[config.mk]
export PLATFORM = sky130hd
export DESIGN_NAME = hrbr_ram
export DESIGN_NICKNAME = d
export VERILOG_FILES = /design/src/sv/hrbr_ram.sv
export SDC_FILE = /design/constraint.sdc
export NUM_CORES = 1
export LEC_CHECK = 0
export BUFFER_PORTS_ARGS = -buffer_cell sky130_fd_sc_hd__buf_2
export CAP_MARGIN = 20
export CORE_ASPECT_RATIO = 0.6
export CORE_MARGIN = 1.5
export CORE_UTILIZATION = 36
export CTS_BUF_LIST = sky130_fd_sc_hd__clkbuf_8
export DETAILED_ROUTE_END_ITERATION = 10
export SLEW_MARGIN = 10
export SYNTH_ARGS = -nofsm -noshare
export SYNTH_HDL_FRONTEND = slang
export SYNTH_SLANG_ARGS = --single-unit
[constraint.sdc]
create_clock -name i_clk -period 2.2 [get_ports i_clk]
set_input_delay 0.33 -clock i_clk [delete_from_list [all_inputs] [get_ports i_clk]]
set_output_delay 0.33 -clock i_clk [all_outputs]
set_load 0.005 [all_outputs]
[src/sv/hrbr_ram.sv]
// Single-port-write, single-port-read byte store with registered read data.
module hrbr_ram #(
    parameter int DEPTH = 16,
    parameter int WIDTH = 8
) (
    input  logic                     i_clk,
    input  logic                     i_we,
    input  logic [$clog2(DEPTH)-1:0] i_waddr,
    input  logic [WIDTH-1:0]         i_wdata,
    input  logic [$clog2(DEPTH)-1:0] i_raddr,
    output logic [WIDTH-1:0]         o_rdata
);

    logic [WIDTH-1:0] r_mem [DEPTH];
    logic [WIDTH-1:0] r_rdata;

    // Write one entry, read one entry each cycle
    always_ff @(posedge i_clk) begin
        if (i_we) begin
            r_mem[i_waddr] <= i_wdata;
        end
        r_rdata <= r_mem[i_raddr];
    end

    assign o_rdata = r_rdata;

endmodule

-- Word level (Yosys, flattened, before mapping)
Memory sizes are Yosys's and may differ from the RTL's. A register that Yosys moved wholly into a read port is not among the register bits.
Cells that the tools add are included.
- memories kept: 1
- bits of input ports: 18
- logic and storage cells: 3
- bits in writable memories: 128
- flip-flop bits (word level): 0
- multiplexer cells: 2
- memories (name ; words ; bits a word ; rd ports ; clocked after memory_dff ; wr ports ; RTL line ; RTL):
    r_mem ; 16 ; 8 ; 1 ; 1 ; 1 ; 14 ; logic [WIDTH-1:0] r_mem [DEPTH];
- operators with widths (kind ; number):
    $mux 1 ; 2

-- Logic depth before layout (Yosys ltp)
Gate-level depths: netlist of the first run.
- depth in word-level cells: 2
- depth in mapped cells: 5

-- Worst setup path after synthesis of the first run
OpenSTA, ideal clock, no wires.
- path kind: input -> register
- start: in i_waddr[2]
- end: mem r_mem[0][0] (enable)
- slack: 0.377 ns
- library setup time: 0.383 ns
- arrival: 1.440 ns
- buffers on the path: 0
- cell stages on the path: 2
- cell sequence: or3b_2 nor3_1
- RTL lines (element ; RTL line ; RTL):
    start: declaration ; 8 ; input logic [$clog2(DEPTH)-1:0] i_waddr,
    end: declaration ; 14 ;
No word-level cell before the write port.

==> results.md, run 1 <==
- Status: completed
- Clock transition at path regs: roughly 0.080 ns
- Ports: 26
- YS warnings: 0
- Setup crit end kind: flop
- Slew at the pin closest to its max-slew limit: 0.5118 ns
- FP Rows: 33
- Final hold violation count: 0
- Type of origin of the critical path: primary input
- CP arrival: 1.82 ns
- CTS H-tree depth: 4
- Switching fraction of total power: 20.71%
- Asr flop ratio synth: 0%
- Synth top area share: 74.67%
- Max Fclk: 663.5 MHz
- Post-Route WL: 10.25 mm
- First-pass GRT wire length: 15.31 mm
- Die Span Y: between 90 and 100 um
- Largest net degree at the start of global routing: 26
- Clock buffer depth: 2
- GPL Wtd Cong: 0.7400
- Final setup margin: 0.6928 ns
- Worst-Skew Late Latency: between 0.4 and 0.5 ns
- Nets: 304
- Net Count, Synth: between 200 and 250
- Overall routing resource usage: 14.89%
- Via count: 2409
- Synthesized area per cell: between 20 and 25 um2
- Power Dens Cells: 883.3 nW/um2
- Final setup vio count: 0
- Internal: 4.233 mW
- Top cells by area, synth: edfxtp_1, mux4_2, mux4_1
- Fill cells: 1219
- WP data required: 2.51 ns
- Synth area leader: edfxtp_1
- Routed Antenna Nets: 0
- Post-CTS Hold Fix Bufs: 0
- Half-perimeter wire length after placement: 6.804 mm
- Worst reg-to-reg path cell count: 3
- M3 GR Usage: 3.545%
- Max-slew violations: 0
- Worst Hold End: r_mem[5][0]
- HP Start: i_wdata[0]
- Clock power frac: 40.3%
- Max Cap Violations: 0
- Worst reg2reg endpoint: o_rdata[3]
- Final Cycle Share: between 60 and 70%
- Total gr overflow: 0
- Share of layout cells above drive strength 1: 32.11%
- CTS Root Cell: clkbuf_8
- Synth Flop Type: edfxtp_1
- Initial DRC Count: 254
- P_sw: 1.106 mW
- Clock sink count: between 100 and 150
- Grt met2 use: 19.79%
- CTS tree: yes
- WHS Path Cells: 1
- Count leader, synth: edfxtp_1
- Chip width: 157.4 um
- Internal reg-to-reg setup slack: 0.72 ns
- Critical path class: primary input to flop
- Leakage power: a little over 2 nW
- # resized after CTS: 0
- Initial antenna violation count: 0
- Maximum vdd drop: 370.3 uV
- Number of post-CTS setup repair buffers: 0
- TritonCTS Buffers: 17
- GR peak layer: met1
- Fin crit period: 1.507 ns
- Post-synth EDFFs: 128
- Dpl ws: 0.2474 ns
- Setup TNS: 0 ns
- WL/cell: ~21 um
- Synth Instances: 229
- Sequential share of the synthesized area: 77.78%
- Ant. Diodes: 0
- Core Box Area: 13790 um2
- Logic pwr share: ~5.2%
- Number of synthesized register bits: 136
- M1 GR Usage: about a quarter
- Relative slew slack: 65.81%
- Worst Path Max Fanout: 8
- Distinct cells, synth: 19
- Vias in the first global route: approximately 2.4k
- Worst R2R Start: r_mem[5][3]
- Die ar.: 15050 um2
- DRC violations left: 0
- Sequential fraction of design power: 54.5%
- Initial core utilization: 37.33%
- Pwr Total: 5.338 mW
- Clock skew: 0.008286 ns
- Post-Syn Area: between 5000 and 6000 um2
- Router iterations before antenna repair: 5
- PortBufs: 25
- Area grow syn2layout: 17.40%
- RSZ-0062 raised after global routing: false
- HP Class: primary input to flop
- Synth top cells by count: edfxtp_1, mux4_2, a22oi_1, mux4_1, nor2_1
- Avg Vias per Cell: 4.906
-- worst max-delay path by stage --
stage	from	endpoint	slack, ns
floorplan	i_waddr[2]	r_mem[0][0]	0.38
global placement	i_raddr[0]	o_rdata[3]	0.28
detailed placement	i_raddr[0]	o_rdata[3]	0.25
CTS	i_raddr[0]	o_rdata[3]	0.72
global route	i_raddr[0]	o_rdata[3]	0.63
finish	i_raddr[0]	o_rdata[3]	0.69
-- cell usage in the layout (no fill, tap or decap), types with 8 or more instances in the layout --
cell type and instances:
a22oi_1 16, buf_2 25, buf_4 21, clkbuf_8 17, dfxtp_1 8, edfxtp_1 128, mux4_1 14, mux4_2 18
nand2_1 9, nor2_1 13
-- sequential cells by signal (all words and copies together), names as in the netlist --
register,count
o_rdata,8
r_mem,128
-- per-stage QoR --
| step | cell area (um2) | util [%] | instances | hold WS, ns |
|---|---|---|---|---|
| after floorplan | 5147 | - | 229 | 0.4289 |
| final | 6043 | 43.82 | 491 | 0.2840 |
| after CTS | 6043 | 43.82 | 491 | 0.2596 |
| after detailed placement | 5624 | 40.78 | 459 | 0.6626 |
| after global routing | 6043 | 43.82 | 491 | 0.2811 |
| after global placement | 5624 | 40.78 | 459 | 0.6586 |
-- power groups by stage --
| stage | combinational, mW | clock, mW | sequential (mW) |
|---|---|---|---|
| 6_report | 0.276 | 2.15 | 2.91 |
| 3_3_place_gp | 0.276 | 0 | 2.97 |
| 4_1_cts | 0.282 | 2.20 | 2.91 |
| 5_1_grt | 0.304 | 2.29 | 2.91 |
| 3_5_place_dp | 0.281 | 0 | 2.97 |
| 2_1_floorplan | 0.147 | 0 | 2.96 |
-- worst max-delay path, cell delays in order --
cell and delay [ns]:
buf_2 0.21, buf_4 0.23, mux4_1 0.57, a22oi_1 0.35, nand2_1 0.12
-- routing by layer --
metal / vias up / wire length (um) / part of all wire (%)
li1: 1084 / - / -
met5: - / 0 / 0
met2: 87 / 4331 / 42
met4: 0 / 93 / 0.91
met3: 10 / 795 / 7.8
met1: 1228 / 5031 / 49
-- layout make-up --
| cell class | instances | area, um2 | share of cell area, % |
|---|---|---|---|
| timing repair buffer | 48 | 322.8 | 5.342 |
| clock inverter | 15 | 185.2 | 3.064 |
| multi-input combinational | 83 | 1057 | 17.49 |
| sequential | 136 | 4004 | 66.25 |
| clock buffer | 17 | 234.0 | 3.872 |
| tap | 192 | 240.2 | 3.975 |
-- logic make-up after synthesis --
| kind of cell | after synthesis | synth area share [%] |
|---|---|---|
| AND/OR/NAND/NOR | 35 | 3.184 |
| flip-flops | 136 | 77.78 |
| multiplexers | 32 | 15.02 |
| AO/OA/AOI/OAI | 16 | 2.334 |
| buffers and inverters | 10 | 1.677 |
Note: power is estimated with default switching activity, not from simulation.
==> run 2, diff against run 1 <==
==> constraint.sdc (replaced) <==
create_clock -name i_clk -period 1.5 [get_ports i_clk]
set_input_delay 0.225 -clock i_clk [delete_from_list [all_inputs] [get_ports i_clk]]
set_output_delay 0.225 -clock i_clk [all_outputs]
set_load 0.005 [all_outputs]
==> results.md, run 2 (synthesized netlist as in run 1, its figures left out) <==
- Die Span Y: 95.63 um
- Crit path largest cell delay: about 0.54 ns
- PortBufs: 25
- Vias in the first global route: 2605
- CTS tree: yes
- CP arrival: 1.70 ns
- DRC violations left: 0
- CP top delay family: multiplexers
- Overall routing resource usage: between 10% and 20%
- Post-CTS Hold Fix Bufs: 0
- FF/Latch Area: 4004 um2
- Critical-path cell list: mux4_1 -> a22oi_1 -> nand2_1
- Setup TNS: 0 ns
- Number of post-CTS setup repair buffers: 0
- Max-slew violations: 0
- Top reg by flops: r_mem
- Worst Path Max Fanout: 1
- Routed wl met2: 4.829 mm
- FP Rows: 33
- Max Cap Violations: 0
- RSZ-0062 raised after global routing: false
- Maximum vdd drop: 733.4 uV
- Fill cells: 1199
- Slowest CP cell: mux4_1
- Slew at the pin closest to its max-slew limit: between 0.8 and 0.9 ns
- Largest net degree at the start of global routing: 23
- Clock skew: a little over 0.01 ns
- Chip width: approximately 160 um
- Met1 wire length: 5.314 mm
- Area of the multi-input gates: 1062 um2
- Top Metal Used: met4
- Total gr overflow: 0
- WP data required: 1.82 ns
- Fin crit period: approximately 1.4 ns
- Met3 wire len: 1.034 mm
- Setup crit end kind: flop
- CTS Root Cell: clkbuf_8
- Final setup vio count: 0
- Number of flip-flops in the largest register: 128
- # resized after CTS: 0
- Clock buffer depth: 2
- WL/cell: 22.34 um
- Clock transition at path regs: 0.08 ns
- Core Box Area: 13790 um2
- Ant. Diodes: 0
- HP Class: primary input to flop
- Most frequent cells in the layout: edfxtp_1, buf_4, buf_2
- Status: completed
- Worst-Skew Late Latency: ~0.43 ns
- Avg Vias per Cell: 4.952
- Leakage power: roughly 2.1 nW
- Half-perimeter wire length after placement: 7.184 mm
- TritonCTS Buffers: 17
- Critical path class: flop to flop
- CP Buf/Inv Count: 0
- Pwr Total: between 7 and 8 mW
- Post-Route WL: roughly 11 mm
- Share of layout cells above drive strength 1: approximately a third
- Type of origin of the critical path: flop
- Final Cycle Share: about nine tenths
- Routed Antenna Nets: 0
- Clock sink count: 136
- Final hold violation count: 0
- Ports: 26
- First-pass GRT wire length: roughly 17 mm
- CTS H-tree depth: 4
- Die ar.: between 15000 and 20000 um2
- Initial DRC Count: between 200 and 300
- Router iterations before antenna repair: 5
- Commonest non-fill, non-tap cell in the layout: edfxtp_1
- Via count: 2491
- Max Fclk: 727.4 MHz
- Area grow syn2layout: 19.81%
- Initial core utilization: 37.33%
- GPL Wtd Cong: 0.7238
- Nets: 316
- Power Dens Cells: 1260 nW/um2
- Relative slew slack: 41.50%
- Initial antenna violation count: 0
[run 2: changes by cell type in the layout (fill, tap and decap cells not counted)]
cell,delta
bufinv_16,-1
inv_1,+4
clkinv_4,-2
nor3_2,+1
nor3_1,-1
clkinv_2,-2
clkbuf_8,+3
buf_12,+3
buf_4,+9
clkinv_1,-2
[run 2: layout make-up]
type | count | share of cell area [%]
Multi-Input combinational cell | 83 | 17.22
Sequential cell | 136 | 64.92
Clock inverter | 12 | 2.191
Timing Repair Buffer | 60 | 7.304
Clock buffer | 20 | 4.463
Tap cell | 192 | 3.895
[run 2: per-stage QoR]
step           setup WS, ns  hold WS, ns  utilization, %  instance area [um2]  cells
6_report             0.1252       0.1688           44.72                 6167    503
5_1_grt             0.06049       0.1599           44.72                 6167    503
4_1_cts              0.1014       0.1449           44.72                 6167    503
3_5_place_dp        -0.1512       0.6071           41.74                 5757    471
3_3_place_gp        -0.1892       0.6115           41.74                 5757    471
2_1_floorplan      0.008854       0.3239               -                 5152    229
[run 2: power breakdown]
part / internal (mW) / total [mW] / switching, mW
clock network: 1.74 / 3.06 / 1.32
logic: 0.200 / 0.434 / 0.233
registers: 4.24 / 4.27 / 0.0268
[run 2: final timing paths]
kind | from | to | slack (ns) | cells past startpoint
setup / recovery | r_mem[1][0] | o_rdata[0] | 0.13 | 3
hold reg to reg | r_mem[7][2] | o_rdata[2] | 0.67 | 3
hold / removal | i_wdata[7] | r_mem[1][7] | 0.17 | 1
setup reg to reg | r_mem[1][0] | o_rdata[0] | 0.13 | 3
[run 2: metal layers]
| metal | GRT usage (%) | vias up |
|---|---|---|
| li1 | - | 1108 |
| met3 | 4.136 | 6 |
| met1 | 24.79 | 1271 |
| met2 | 23.09 | 106 |
| met4 | 5.739 | 0 |
| met5 | 0 | - |
[run 2: worst reg2reg max path, delay by kind of cell, from the launching register on]
kind,cells,cell delay [ns]
mux,1,0.54
flops,1,0.37
compound gates,1,0.27
simple gates,1,0.09
==> run 3, diff against run 2 <==
--- a/config.mk
+++ b/config.mk
@@ -5,13 +5,14 @@
 export SDC_FILE = /design/constraint.sdc
 export NUM_CORES = 1
 export LEC_CHECK = 0
-export BUFFER_PORTS_ARGS = -buffer_cell sky130_fd_sc_hd__buf_2
 export CAP_MARGIN = 20
 export CORE_ASPECT_RATIO = 0.6
 export CORE_MARGIN = 1.5
 export CORE_UTILIZATION = 36
 export CTS_BUF_LIST = sky130_fd_sc_hd__clkbuf_8
 export DETAILED_ROUTE_END_ITERATION = 10
+export DONT_BUFFER_PORTS = 1
+export HOLD_SLACK_MARGIN = 0.12
 export SLEW_MARGIN = 10
 export SYNTH_ARGS = -nofsm -noshare
 export SYNTH_HDL_FRONTEND = slang
==> results.md, run 3 (synthesized netlist as in run 1, its figures left out) <==
- Status: completed
- CP arrival: 1.73 ns
- Core Box Area: 13790 um2
- Number of post-CTS setup repair buffers: 0
- Max Fclk: between 700 and 800 MHz
- Fin crit period: 1.415 ns
- Max-slew violations: 0
- Routed Antenna Nets: 0
- Final setup vio count: 0
- Die Span Y: 95.63 um
- Worst-Skew Late Latency: 0.44 ns
- Finished Core Util: 43.01%
- Post-Route WL: 11.18 mm
- CTS tree: yes
- First-pass GRT wire length: 16.10 mm
- WP data required: ~1.8 ns
- Worst Path Max Fanout: 1
- Type of origin of the critical path: flop
- Initial DRC Count: approximately 260
- Slew at the pin closest to its max-slew limit: 0.8312 ns
- Commonest non-fill, non-tap cell in the layout: edfxtp_1
- Die ar.: 15050 um2
- Critical path class: flop to flop
- CTS Root Cell: clkbuf_8
- Initial core utilization: 37.33%
- WL/cell: 23.63 um
- Worst R2R Start: r_mem[3][0]
- Setup TNS: 0 ns
- PortBufs: 0
- Top reg by flops: r_mem
- CTS H-tree depth: 4
- Fill cells: 1231
- Critical path endpoint: o_rdata[0]
- Area of the multi-input gates: 1067 um2
- Nets: 286
- Ports: 26
- Router iterations before antenna repair: 4
- Via count: 2434
- GPL Wtd Cong: 0.7308
- Setup crit end kind: flop
- Crit path from: r_mem[3][0]
- Pwr Total: 7.464 mW
- Max Cap Violations: 0
- Maximum vdd drop: 526.9 uV
- DRC violations left: 0
- Total gr overflow: 0
- Avg Vias per Cell: 5.146
- Clock transition at path regs: 0.08 ns
- Ant. Diodes: 0
- Share of layout cells above drive strength 1: 24.91%
- FP Rows: 33
- Clock sink count: 136
- Clock buffer depth: 2
- Area grow syn2layout: 15.24%
- Power Dens Cells: between 1000 and 1500 nW/um2
- Leakage power: 1.934 nW
- Chip width: 157.4 um
- Worst reg-to-reg path cell count: 3
- Crit path largest cell delay: 0.53 ns
- RSZ-0062 raised after global routing: false
- Vias in the first global route: 2483
- Largest net degree at the start of global routing: 33
- Relative slew slack: 44.47%
- Placed Cells: 432
- Worst reg2reg endpoint: o_rdata[0]
- Most frequent cells in the layout: edfxtp_1, buf_4, mux4_2
- Final Cycle Share: 94.37%
- Internal reg-to-reg setup slack: around 0.085 ns
- Number of flip-flops in the largest register: 128
- FF/Latch Area: 4004 um2
- Initial antenna violation count: 0
- Half-perimeter wire length after placement: roughly 6.9 mm
- Fin cells: 473
- TritonCTS Buffers: 17
- HP Class: primary input to flop
- Final hold violation count: 0
- Critical-path cell list: mux4_1 -> a22oi_1 -> nand2_1
- Slowest CP cell: mux4_1
- Clock skew: 0.009828 ns
- Overall routing resource usage: 16.21%
- Hold Slack: roughly 0.12 ns
==> run 3: cell types whose count changed in the layout (fill, tap and decap cells not counted) <==
cell / delta
buf_2: -25
buf_4: -9
dlygate4sd3_1: +9
buf_12: -5
clkbuf_8: -3
inv_1: -3
clkinv_1: +2
clkinv_4: +2
clkinvlp_4: +2
a22oi_1: -1
a22oi_2: +1
bufinv_16: -1
clkinv_2: +1
==> run 3: how the worst min path moves through the flow <==
stage               start           to  slack, ns  cells past startpoint
6_report       i_raddr[1]   o_rdata[5]       0.12                      3
5_1_grt        i_raddr[1]   o_rdata[0]       0.12                      3
4_1_cts        i_raddr[1]   o_rdata[2]       0.07                      3
3_5_place_dp   i_wdata[0]  r_mem[0][0]       0.32                      0
3_3_place_gp   i_wdata[4]  r_mem[3][4]       0.32                      0
2_1_floorplan  i_wdata[0]  r_mem[0][0]       0.32                      0
==> run 3: area by class of cell <==
cell class,instances,share of cell area [%]
multi-input combinational,83,17.99
tap,192,4.050
timing repair buffer,30,4.176
sequential,136,67.50
clock buffer,17,3.944
clock inverter,15,2.341
==> run 3: stage by stage <==
stage                     worst slack (ns)  area [um2]
after floorplan                   0.008854        5152
after global placement             0.01621        5464
after detailed placement          0.009263        5464
after CTS                          0.02693        5917
after global routing             0.0003616        5932
final                              0.08452        5932
==> run 3: critical path, delay by kind of cell, from the launching register on <==
| kind | cells | cell delay, ns |
|---|---|---|
| compound gates | 1 | 0.29 |
| flops | 1 | 0.37 |
| mux | 1 | 0.53 |
| simple gates | 1 | 0.10 |
==> run 3: power by group <==
group | internal, mW | switching (mW)
combinational | 0.150 | 0.173
clock | 1.45 | 1.41
sequential | 4.24 | 0.0366
==> run 3: layer usage <==
metal | GRT usage (%) | wire [um]
met5 | 0 | 0
met4 | 4.717 | 55
met3 | 7.273 | 1179
met2 | 20.85 | 4629
met1 | 24.20 | 5312
==> run 3: repair_timing <==
| item | in CTS | in global routing |
|---|---|---|
| hold buffers | 8 | 1 |
| gates resized for setup | 0 | 1 |
| endpoints found under the setup margin | 0 | 1 |
| endpoints found under the hold margin | 134 | 5 |
