File: src/sv/hrbr_pkg.sv
// Shared types, constants and command codes of the RBSP bit reader.
package hrbr_pkg;

    // Store depth in bytes and the widths that follow from it
    localparam int MAX_RBSP_BYTES = 4096;
    localparam int ADDR_W         = $clog2(MAX_RBSP_BYTES);
    localparam int CNT_W          = $clog2(MAX_RBSP_BYTES + 1);
    localparam int OFF_W          = CNT_W + 3;

    // Command codes
    localparam logic [2:0] CMD_LOAD  = 3'd0;
    localparam logic [2:0] CMD_BITS  = 3'd1;
    localparam logic [2:0] CMD_UE    = 3'd2;
    localparam logic [2:0] CMD_SE    = 3'd3;
    localparam logic [2:0] CMD_CLEAR = 3'd4;

    // Status codes
    localparam logic [1:0] ST_OK   = 2'd0;
    localparam logic [1:0] ST_END  = 2'd1;
    localparam logic [1:0] ST_BAD  = 2'd2;
    localparam logic [1:0] ST_FULL = 2'd3;

    // Bitstream constants
    localparam logic [7:0] EP_BYTE          = 8'h03;
    localparam logic [1:0] ZERO_RUN_MAX     = 2'd2;
    localparam logic [5:0] BIT_COUNT_MAX    = 6'd32;
    localparam logic [5:0] GOLOMB_ZEROS_MAX = 6'd32;
    localparam logic [3:0] BYTE_BITS        = 4'd8;

    typedef struct packed {
        logic [2:0] cmd;
        logic [7:0] byte_value;
        logic       last_byte;
        logic [5:0] bit_count;
    } t_in_item;

    typedef struct packed {
        logic signed [32:0] value;
        logic [1:0]         status;
    } t_out_item;

    typedef enum logic [2:0] {
        S_IDLE,
        S_LOAD,
        S_CLEAR,
        S_BITS,
        S_PREFIX,
        S_SUFFIX,
        S_FETCH,
        S_FINISH
    } t_state;

    // Port group from the sequencer to the byte store
    typedef struct packed {
        logic              we;
        logic [ADDR_W-1:0] waddr;
        logic [7:0]        wdata;
        logic [ADDR_W-1:0] raddr;
    } t_mem_req;

endpackage

File: src/sv/hrbr_core.sv
// Command sequencer: byte loading with emulation-prevention removal and bit/Exp-Golomb reads.
module hrbr_core (
    input  logic                i_clk,
    input  logic                i_rst_n,
    input  logic                i_in_valid,
    input  hrbr_pkg::t_in_item  i_in_data,
    output logic                o_in_stall,
    output hrbr_pkg::t_mem_req  o_mem,
    input  logic [7:0]          i_mem_rdata,
    output logic                o_res_valid,
    output hrbr_pkg::t_out_item o_res,
    input  logic                i_res_take
);

    localparam int OW = hrbr_pkg::OFF_W;
    localparam int CW = hrbr_pkg::CNT_W;
    localparam int AW = hrbr_pkg::ADDR_W;

    // Leading zeros of a byte, 8 for an all-zero byte
    function automatic logic [3:0] lzc8(input logic [7:0] b);
        logic [3:0] c;
        logic       hit;
        c   = 4'd8;
        hit = 1'b0;
        for (int i = 7; i >= 0; i--) begin
            if (!hit && b[i]) begin
                c   = 4'(7 - i);
                hit = 1'b1;
            end
        end
        return c;
    endfunction

    hrbr_pkg::t_state    r_state, n_state;
    hrbr_pkg::t_in_item  r_item, n_item;
    logic [CW-1:0]       r_byte_count, n_byte_count;
    logic [OW-1:0]       r_off, n_off;
    logic [1:0]          r_zero_run, n_zero_run;
    logic                r_closed, n_closed;
    logic [4:0]          r_zeros, n_zeros;
    logic [5:0]          r_need, n_need;
    logic [31:0]         r_acc, n_acc;
    logic                r_res_valid, n_res_valid;
    hrbr_pkg::t_out_item r_res, n_res;

    logic          w_accept;
    logic [OW-1:0] w_total;
    logic [OW-1:0] w_rem;
    logic          w_at_end;
    logic [2:0]    w_p;
    logic [3:0]    w_avail;
    logic [7:0]    w_avail_byte;
    logic [3:0]    w_lz;
    logic [3:0]    w_za;
    logic [5:0]    w_zsum;
    logic          w_bad_count;
    logic          w_bits_short;
    logic          w_sfx_short;
    logic [3:0]    w_take;
    logic [8:0]    w_mask;
    logic [7:0]    w_bits;
    logic [32:0]   w_code;
    logic [32:0]   w_half;
    logic [32:0]   w_ue;
    logic [32:0]   w_se;

    assign w_accept = i_in_valid && !o_in_stall;

    // Position within the stored data
    assign w_total  = {r_byte_count, 3'b000};
    assign w_rem    = w_total - r_off;
    assign w_at_end = (r_off >= w_total);
    assign w_p      = r_off[2:0];
    assign w_avail  = hrbr_pkg::BYTE_BITS - {1'b0, w_p};

    // Prefix scan: zeros left in the current byte from the read position
    assign w_avail_byte = i_mem_rdata & (8'hFF >> w_p);
    assign w_lz         = lzc8(w_avail_byte);
    assign w_za         = w_lz - {1'b0, w_p};
    assign w_zsum       = {1'b0, r_zeros} + {2'b00, w_za};

    // Range checks
    assign w_bad_count  = (r_item.bit_count == 6'd0)
                       || (r_item.bit_count > hrbr_pkg::BIT_COUNT_MAX);
    assign w_bits_short = (w_rem < OW'(r_item.bit_count));
    assign w_sfx_short  = (({1'b0, r_off} + (OW + 1)'(r_zeros)) > {1'b0, w_total});

    // Field fetch: take up to one byte's worth of bits
    assign w_take = ({2'b00, w_avail} < r_need) ? w_avail : r_need[3:0];
    assign w_mask = 9'((9'd1 << w_take) - 9'd1);
    assign w_bits = (i_mem_rdata >> (w_avail - w_take)) & w_mask[7:0];

    // Code number plus one, then ue and se values
    assign w_code = {1'b0, r_acc} | (33'd1 << r_zeros);
    assign w_half = w_code >> 1;
    assign w_ue   = w_code - 33'd1;
    assign w_se   = w_code[0] ? (33'd0 - w_half) : w_half;

    // Next state
    always_comb begin
        n_state = r_state;
        case (r_state)
            hrbr_pkg::S_IDLE: begin
                if (w_accept) begin
                    case (i_in_data.cmd)
                        hrbr_pkg::CMD_LOAD:  n_state = hrbr_pkg::S_LOAD;
                        hrbr_pkg::CMD_BITS:  n_state = hrbr_pkg::S_BITS;
                        hrbr_pkg::CMD_UE:    n_state = hrbr_pkg::S_PREFIX;
                        hrbr_pkg::CMD_SE:    n_state = hrbr_pkg::S_PREFIX;
                        hrbr_pkg::CMD_CLEAR: n_state = hrbr_pkg::S_CLEAR;
                        default:             n_state = hrbr_pkg::S_IDLE;
                    endcase
                end
            end
            hrbr_pkg::S_LOAD:  n_state = hrbr_pkg::S_IDLE;
            hrbr_pkg::S_CLEAR: n_state = hrbr_pkg::S_IDLE;
            hrbr_pkg::S_BITS: begin
                if (w_bad_count || w_bits_short) begin
                    n_state = hrbr_pkg::S_IDLE;
                end else begin
                    n_state = hrbr_pkg::S_FETCH;
                end
            end
            hrbr_pkg::S_PREFIX: begin
                if (w_at_end || (w_zsum >= hrbr_pkg::GOLOMB_ZEROS_MAX)) begin
                    n_state = hrbr_pkg::S_IDLE;
                end else if (w_avail_byte != 8'd0) begin
                    n_state = hrbr_pkg::S_SUFFIX;
                end
            end
            hrbr_pkg::S_SUFFIX: begin
                if (w_sfx_short) begin
                    n_state = hrbr_pkg::S_IDLE;
                end else if (r_zeros == 5'd0) begin
                    n_state = hrbr_pkg::S_FINISH;
                end else begin
                    n_state = hrbr_pkg::S_FETCH;
                end
            end
            hrbr_pkg::S_FETCH: begin
                if (r_need == 6'(w_take)) begin
                    n_state = hrbr_pkg::S_FINISH;
                end
            end
            hrbr_pkg::S_FINISH: n_state = hrbr_pkg::S_IDLE;
            default:            n_state = hrbr_pkg::S_IDLE;
        endcase
    end

    // Datapath, store port and result
    always_comb begin
        n_item       = r_item;
        n_byte_count = r_byte_count;
        n_off        = r_off;
        n_zero_run   = r_zero_run;
        n_closed     = r_closed;
        n_zeros      = r_zeros;
        n_need       = r_need;
        n_acc        = r_acc;
        n_res_valid  = r_res_valid && !i_res_take;
        n_res        = r_res;
        o_mem.we     = 1'b0;
        o_mem.waddr  = r_byte_count[AW-1:0];
        o_mem.wdata  = r_item.byte_value;
        case (r_state)
            hrbr_pkg::S_IDLE: begin
                if (w_accept) begin
                    n_item  = i_in_data;
                    n_zeros = 5'd0;
                    n_acc   = 32'd0;
                end
            end
            hrbr_pkg::S_LOAD: begin
                n_res_valid  = 1'b1;
                n_res.value  = 33'sd0;
                n_res.status = hrbr_pkg::ST_OK;
                if (r_closed) begin
                    n_res.status = hrbr_pkg::ST_FULL;
                end else begin
                    if (r_item.byte_value == hrbr_pkg::EP_BYTE
                            && r_zero_run == hrbr_pkg::ZERO_RUN_MAX) begin
                        // drop the emulation-prevention byte
                        n_zero_run = 2'd0;
                    end else if (r_byte_count >= CW'(hrbr_pkg::MAX_RBSP_BYTES)) begin
                        n_res.status = hrbr_pkg::ST_FULL;
                    end else begin
                        o_mem.we     = 1'b1;
                        n_byte_count = r_byte_count + CW'(1);
                        if (r_item.byte_value == 8'd0) begin
                            if (r_zero_run != hrbr_pkg::ZERO_RUN_MAX) begin
                                n_zero_run = r_zero_run + 2'd1;
                            end
                        end else begin
                            n_zero_run = 2'd0;
                        end
                    end
                    if (r_item.last_byte) begin
                        n_closed = 1'b1;
                    end
                end
            end
            hrbr_pkg::S_CLEAR: begin
                n_byte_count = '0;
                n_off        = '0;
                n_zero_run   = 2'd0;
                n_closed     = 1'b0;
                n_res_valid  = 1'b1;
                n_res.value  = 33'sd0;
                n_res.status = hrbr_pkg::ST_OK;
            end
            hrbr_pkg::S_BITS: begin
                n_need = r_item.bit_count;
                if (w_bad_count) begin
                    n_res_valid  = 1'b1;
                    n_res.value  = 33'sd0;
                    n_res.status = hrbr_pkg::ST_BAD;
                end else if (w_bits_short) begin
                    n_off        = w_total;
                    n_res_valid  = 1'b1;
                    n_res.value  = 33'sd0;
                    n_res.status = hrbr_pkg::ST_END;
                end
            end
            hrbr_pkg::S_PREFIX: begin
                if (w_at_end) begin
                    n_off        = w_total;
                    n_res_valid  = 1'b1;
                    n_res.value  = 33'sd0;
                    n_res.status = hrbr_pkg::ST_END;
                end else if (w_zsum >= hrbr_pkg::GOLOMB_ZEROS_MAX) begin
                    // consume zeros up to the limit, then give up
                    n_off        = r_off + OW'(hrbr_pkg::GOLOMB_ZEROS_MAX - {1'b0, r_zeros});
                    n_res_valid  = 1'b1;
                    n_res.value  = 33'sd0;
                    n_res.status = hrbr_pkg::ST_BAD;
                end else if (w_avail_byte != 8'd0) begin
                    // skip the zeros and the terminating one
                    n_off   = r_off + OW'(w_za) + OW'(1);
                    n_zeros = w_zsum[4:0];
                end else begin
                    n_off   = r_off + OW'(w_za);
                    n_zeros = w_zsum[4:0];
                end
            end
            hrbr_pkg::S_SUFFIX: begin
                n_need = {1'b0, r_zeros};
                if (w_sfx_short) begin
                    n_off        = w_total;
                    n_res_valid  = 1'b1;
                    n_res.value  = 33'sd0;
                    n_res.status = hrbr_pkg::ST_END;
                end
            end
            hrbr_pkg::S_FETCH: begin
                n_acc  = (r_acc << w_take) | 32'(w_bits);
                n_off  = r_off + OW'(w_take);
                n_need = r_need - 6'(w_take);
            end
            hrbr_pkg::S_FINISH: begin
                n_res_valid  = 1'b1;
                n_res.status = hrbr_pkg::ST_OK;
                case (r_item.cmd)
                    hrbr_pkg::CMD_UE: n_res.value = w_ue;
                    hrbr_pkg::CMD_SE: n_res.value = w_se;
                    default:          n_res.value = {1'b0, r_acc};
                endcase
            end
            default: begin
                n_res_valid = r_res_valid && !i_res_take;
            end
        endcase
        // Read the byte under the next offset, so its data is ready next cycle
        o_mem.raddr = n_off[AW+2:3];
    end

    // Handshake outputs
    always_comb begin
        o_in_stall  = (r_state != hrbr_pkg::S_IDLE) || r_res_valid;
        o_res_valid = r_res_valid;
        o_res       = r_res;
    end

    // Control state
    always_ff @(posedge i_clk) begin
        if (!i_rst_n) begin
            r_state      <= hrbr_pkg::S_IDLE;
            r_byte_count <= '0;
            r_off        <= '0;
            r_zero_run   <= 2'd0;
            r_closed     <= 1'b0;
            r_res_valid  <= 1'b0;
        end else begin
            r_state      <= n_state;
            r_byte_count <= n_byte_count;
            r_off        <= n_off;
            r_zero_run   <= n_zero_run;
            r_closed     <= n_closed;
            r_res_valid  <= n_res_valid;
        end
    end

    // Working registers
    always_ff @(posedge i_clk) begin
        r_item  <= n_item;
        r_zeros <= n_zeros;
        r_need  <= n_need;
        r_acc   <= n_acc;
        r_res   <= n_res;
    end

endmodule

File: config.mk
export PLATFORM = sky130hd
export DESIGN_NAME = hrbr_core
export DESIGN_NICKNAME = d
export VERILOG_FILES = /design/src/sv/hrbr_pkg.sv /design/src/sv/hrbr_core.sv
export SDC_FILE = /design/constraint.sdc
export NUM_CORES = 1
export LEC_CHECK = 0
export ABC_CLOCK_PERIOD_IN_PS = 16200
export BUFFER_PORTS_ARGS = -buffer_cell sky130_fd_sc_hd__buf_2
export CAP_MARGIN = 20
export CELL_PAD_IN_SITES_DETAIL_PLACEMENT = 0
export CELL_PAD_IN_SITES_GLOBAL_PLACEMENT = 1
export CORE_MARGIN = 2
export CORE_UTILIZATION = 45
export CTS_CLUSTER_SIZE = 25
export DETAILED_ROUTE_END_ITERATION = 7
export PLACE_DENSITY_LB_ADDON = 0.15
export SETUP_SLACK_MARGIN = 0.3
export SYNTH_ARGS = -nofsm -noshare
export SYNTH_HDL_FRONTEND = slang
export SYNTH_SLANG_ARGS = --single-unit
File: constraint.sdc
create_clock -name i_clk -period 16.2 [get_ports i_clk]
set_input_delay 0 -clock i_clk [delete_from_list [all_inputs] [get_ports i_clk]]
set_output_delay 0 -clock i_clk [all_outputs]
set_load 0.02 [all_outputs]
# Yosys cells after proc, flatten, opt, wreduce, memory -nomap -nowiden
# Cells that the tools add are included.
# word_totals
ff_bits	132
input_bits	30
output_inout_bits	70
# classes
n_addsub	17
n_lt_le_gt_ge	7
eq_ne	32
n_shift	5
n_mux	73
bitwise_logic	4
n_reduce_logical	46
# op_table
operator	count
case mux 35 bit (6 select lines)	1
two-way mux 35 bit	5
two-way mux 16 bit	6
case mux 16 bit (5 select lines)	1
case mux 33 bit (2 select lines)	1
case mux 32 bit (2 select lines)	1
two-way mux 13 bit	3
two-way mux 4 bit	9
two-way mux 33 bit	1
bitwise OR 32 x 33 -> 33 bit	1
<< shifter 1 x 5 -> 33 bit, first input constant	1
subtractor 1 x 32 -> 33 bit, first input constant	1
subtractor 33 x 1 -> 33 bit, second input constant	1
adder 16 x 4 -> 16 bit	2
two-way mux 32 bit	1
bitwise OR 32 x 8 -> 32 bit	1
<< shifter 32 x 4 -> 32 bit	1
case mux 13 bit (2 select lines)	1
!= test 2 bit, second input constant	11
AND reduction 4 bit	5
two-way mux 1 bit	19
equality test 3 x 2 -> 1 bit, second input constant	6
two-way mux 3 bit	6
case mux 3 bit (6 select lines)	1
other kinds (55)	98

# Depth between registers and ports, before layout
# logic_depth
ltp_word	31
ltp_mapped	26
ltp_nobuf	23

# Worst setup path before layout
# Ideal clock, no wire load.
# synth_timing
kind	reg-to-reg
from	reg r_off[1]
to	reg r_res, in the netlist o_res[0], enable pin
arrival_time_ns	5.009
t_required_ns	15.810
path_slack_ns	10.801
stages_incl_launch_ff	20
path_buffers	2
period_less_slack_ns	5.399
cell_sequence	dfxtp_1 > inv_1 > ha_1 > ha_1 > a2bb2oi_1 > nand2_1 > nor3_1 > o22ai_1 > ha_1 > inv_1 > fa_1 > ha_1 > a21oi_1 > o211ai_1 > clkbuf_1 > buf_1 > nor2_1 > nand2_1 > o2111ai_1 > inv_1
# synth_between
elab_chain_cells	29
word_cells_on_any_way	43
cone_classes	4 x add/sub; 4 x order compare; 3 x eq/ne; 1 x shift; 15 x mux; 1 x bitwise; 15 x reduce/logical
# synth_rtl
item	line	source
from (decl)	hrbr_core.sv:37	logic [OW-1:0] r_off, n_off;
from (signal assigned)	hrbr_core.sv:295	r_off <= n_off;
right shift 8 x 3 -> 8 bit	hrbr_core.sv:77	assign w_avail_byte = i_mem_rdata & (8'hFF >> w_p);
AND 8 bit	hrbr_core.sv:77	
two-way mux 1 bit	hrbr_core.sv:26	if (!hit && b[i]) begin
zero test 1 bit	hrbr_core.sv:26	
logical AND 1 bit	hrbr_core.sv:26	
two-way mux 1 bit	hrbr_core.sv:26	
zero test 1 bit	hrbr_core.sv:26	
logical AND 1 bit	hrbr_core.sv:26	
[13 not listed]	n/a	
zero test 1 bit	hrbr_core.sv:26	
logical AND 1 bit	hrbr_core.sv:26	
two-way mux 4 bit	hrbr_core.sv:26	
subtractor 4 x 3 -> 4 bit	hrbr_core.sv:79	assign w_za = w_lz - {1'b0, w_p};
adder 5 x 4 -> 6 bit	hrbr_core.sv:80	assign w_zsum = {1'b0, r_zeros} + {2'b00, w_za};
greater-or-equal comparator 6 bit	hrbr_core.sv:230	end else if (w_zsum >= hrbr_pkg::GOLOMB_ZEROS_MAX) begin
!= test 3 bit (no line)	n/a	
AND reduction 4 bit (no line) (*)	n/a	
to (signal assigned)	hrbr_core.sv:308	r_res <= n_res;
to (decl)	hrbr_core.sv:44	hrbr_pkg::t_out_item r_res, n_res;
# Mark *: on every way between the ends. The rest lies on a longest branch, timed or not.
# A chain may end at the register's enable or synchronous reset.

==> qor.yml <==
dp_hpwl_um: 33300
rrSetupSlack_ns: 10.07
power.leakage_uw: 0.00556
switching_share_pct: 49.7
grt_antenna_before_repair: 0
crit_type: "flop to primary output"
ios: 100
grt_max_degree: 70
rows: 62
die_w_um: 176
crit_buf_inv: 4
cp.arrival_ns: 6.38
path_cells: "inv_1, ha_1, ha_1, a2bb2oi_1, nand2_1, o22ai_1, ha_1, inv_1, fa_1, xor2_1, ha_1, nand3_1, o211ai_1, buf_4, or3b_2, or2_1, o21bai_1, a41oi_1, a31oi_1, a221oi_1, nand2_1, buf_2"
synth-main-ff-cell: "edfxtp_1"
peakVddDrop_uv: 87.4
first_pass_iters: 6
vias: 12400
internal-power_uw: 1190
cp_max_fo: 18
synthArstFlopShare_pct: 0
cp_top_family: "adder cells"
clockBufferDepth: 2
hold_end: "r_acc[7]"
ys_ff_latch: 132
yosys-top-cells-area: "edfxtp_1 (22%), ha_1 (7.8%), mux2i_1 (6.2%)"
layout.cells.non_filler: 2018
insertion_delay_ns: 0.45
switchingPower_uw: 1180
gr-total-overflow: 0
cts_buffers: 17
via_per_inst: 6.14
port_buffers: 99
grt_setup_unrepaired: "false"
r2r_end: "r_acc[1]"
layout_min_cycle_time_ns: 6.38
dieArea_mm2: 0.0308
synth_seq_area_share_pct: 27.2
core_mm2: 0.0289
cts_tree: "built"
placedCellCount: 1965
fin_crit_sh_pct: 39.4
finalMaxSlewViolations: 0
worst_setup_path_end_kind: "primary output"
hold_violations: 0
cpMaxStageDelayCell: "dfxtp_1"
drtIter0Drc: 1084
gr-usage-all-layers_pct: 28.2
grt_pass1_vias: 11800
fin_skew_ns: 0.0183
cts-root-buf: "clkbuf_16"
cts.sinks: 132
start_util_pct: 45.9
seq_power_share_pct: 26.5
die_h_um: 176
worstRegToRegCells: 15
yosys_warnings: 0
synth_top_area_share_pct: 21.8
drive_gt1_share_pct: 11.9
h-tree-depth: 4
tightest_slew_ns: 1.07
synthCells: 1580
slew_headroom_pct: 27.9
p_comb_share_pct: 56.7
maxCapViolCount: 0
path_clk_slew_ns: 0.07
cpMostUsedCell: "ha_1"
area_delta_synth_final_pct: 9.87
synth-edff-count: 96
outcome: "finished clean"
holdCritStartpoint: "i_mem_rdata[7]"
netlist_area_mm2: 0.0132
worstPathRequired_ns: 16.20
nets: 1742
drc: 0
whs_path_depth: 3
wirelength_um: 43800
power_density_mw_per_mm2: 163
max_freq_mhz: 157
r2r-start: "r_off[1]"
slowest_delay_ns: 0.62
critPathLaunchType: "flop"
cts_resized: 0
gp_congestion: 0.950
avgSynthCellArea_um2: 8.38
hp-class: "input port to flop"
synth_nets: 1701
final.setup.tns_ns: 0
avgRoutedWirePerCell_um: 21.7
yosysTopAreaCell: "edfxtp_1"
diodes: 0
clkPwrFrac_pct: 16.8
setup_viol: 0
ant_nets: 0
grt_pass1_wl_um: 67100
ys_types: 93
metrics by stage:
step / setup WS (ns) / power, uW / hold WS (ns) / instance area, um^2 / util, %
after floorplan: 10.80 / 1570 / 0.0989 / 13200 / -
after global placement: 10.24 / 1950 / 0.177 / 13700 / 47.6
after detailed placement: 10.15 / 1950 / 0.178 / 13700 / 47.6
after CTS: 9.81 / 2370 / 0.0908 / 14500 / 50.4
after global routing: 9.26 / 2510 / 0.129 / 14500 / 50.4
final: 9.82 / 2370 / 0.128 / 14500 / 50.4
how the worst max path moves through the flow:
stage | cells past startpoint | startpoint | to
2_1_floorplan | 19 | r_off[1] | o_res[0]
3_3_place_gp | 15 | r_off[1] | r_acc[1]
3_5_place_dp | 15 | r_off[1] | r_acc[1]
4_1_cts | 22 | r_off[1] | o_mem[8]
5_1_grt | 24 | r_off[1] | o_mem[8]
6_report | 22 | r_off[1] | o_mem[8]
power groups by stage:
stage / combinational (uW) / clock, uW / sequential (uW)
6_report: 1340 / 398 / 628
5_1_grt: 1460 / 416 / 636
4_1_cts: 1330 / 407 / 626
3_5_place_dp: 1320 / 0 / 632
3_3_place_gp: 1320 / 0 / 630
2_1_floorplan: 959 / 0 / 616
area by class of cell:
type | instances | area, um^2
flip-flops and latches | 132 | 3600
fillers | 2827 | 14300
clock buffers | 17 | 425
repair buffers | 133 | 801
well taps | 384 | 480
multi-input cells | 1257 | 8770
clock inverters | 15 | 165
inverters | 80 | 300
timing repair:
| action | in CTS | in global routing |
|---|---|---|
| hold buffers | 20 | 0 |
| endpoints found under the hold margin | 24 | 0 |
| buffers inserted | 0 | 0 |
| endpoints found under the setup margin | 0 | 0 |
kinds of logic (layout without fill, tap and decap cells):
family	count (synthesis)	count (layout)	share of synthesized area [%]
AOI/OAI and AO/OA	449	449	22.6
xor gates and xnor gates	128	128	8.47
adders and majority gates	91	91	9.05
buffers and inverters	191	245	6.63
DFF	132	132	27.2
muxes	92	92	7.31
and+or+nand+nor	497	497	18.7
synthesized netlist by cell type, types with 32 or more instances:
library cell    n
nand3_1        39
ha_1           83
edfxtp_1       96
buf_4          35
clkbuf_1       51
mux2i_1        82
o21ai_0        95
nor3_1         34
nand2_1       132
xor2_1         36
nor2_1        139
inv_1          74
xnor2_1        92
a21oi_1       112
dfxtp_1        36
a211oi_1       32
worst reg2reg max path, delay by kind of cell (launching register included):
family | cells | cell delay, ns
XOR/XNOR | 1 | 0.50
buffers and inverters | 2 | 1.27
adder cells (fa/ha/maj) | 4 | 1.68
AO/OA/AOI/OAI | 3 | 0.44
AND/OR/NAND/NOR | 3 | 0.39
flip-flops | 1 | 0.62
multiplexers | 2 | 0.99
cells in the final DEF, fill, tap and decap left out, types with 10 or more instances in the layout:
master	n
nor2_1	139
nand2_1	132
a21oi_1	111
buf_2	99
edfxtp_1	96
o21ai_0	95
xnor2_1	92
ha_1	83
mux2i_1	82
inv_1	74
nand3_1	38
xor2_1	36
dfxtp_1	36
nor3_1	34
a211oi_1	32
o22ai_1	31
a31oi_1	27
nand4_1	24
nor2b_1	21
dlygate4sd3_1	20
clkbuf_16	17
a21o_1	16
and2_1	16
and3_1	14
nand2b_1	14
buf_4	14
or3_1	12
nor4_1	12
o211ai_1	11
o31ai_1	10
o21a_1	10
a221oi_1	10
a221o_1	10
metal layers:
layer	global-route usage (%)	part of all wire (%)	up-vias
met5	0	0	-
met4	12.5	4.1	0
met3	3.66	5.0	98
met2	47.1	48	426
met1	36.7	43	5959
li1	-	-	5917
registers in the layout, indices dropped and copies added (netlist names), 2 cells and up:
signal and flops:
r_state 3, r_acc 32, r_zero_run 2, r_need 6, r_item 10, r_zeros 5
o_res 35, o_mem 8, r_off 16, r_byte_count 13
Power figures use the tool's default switching activity.
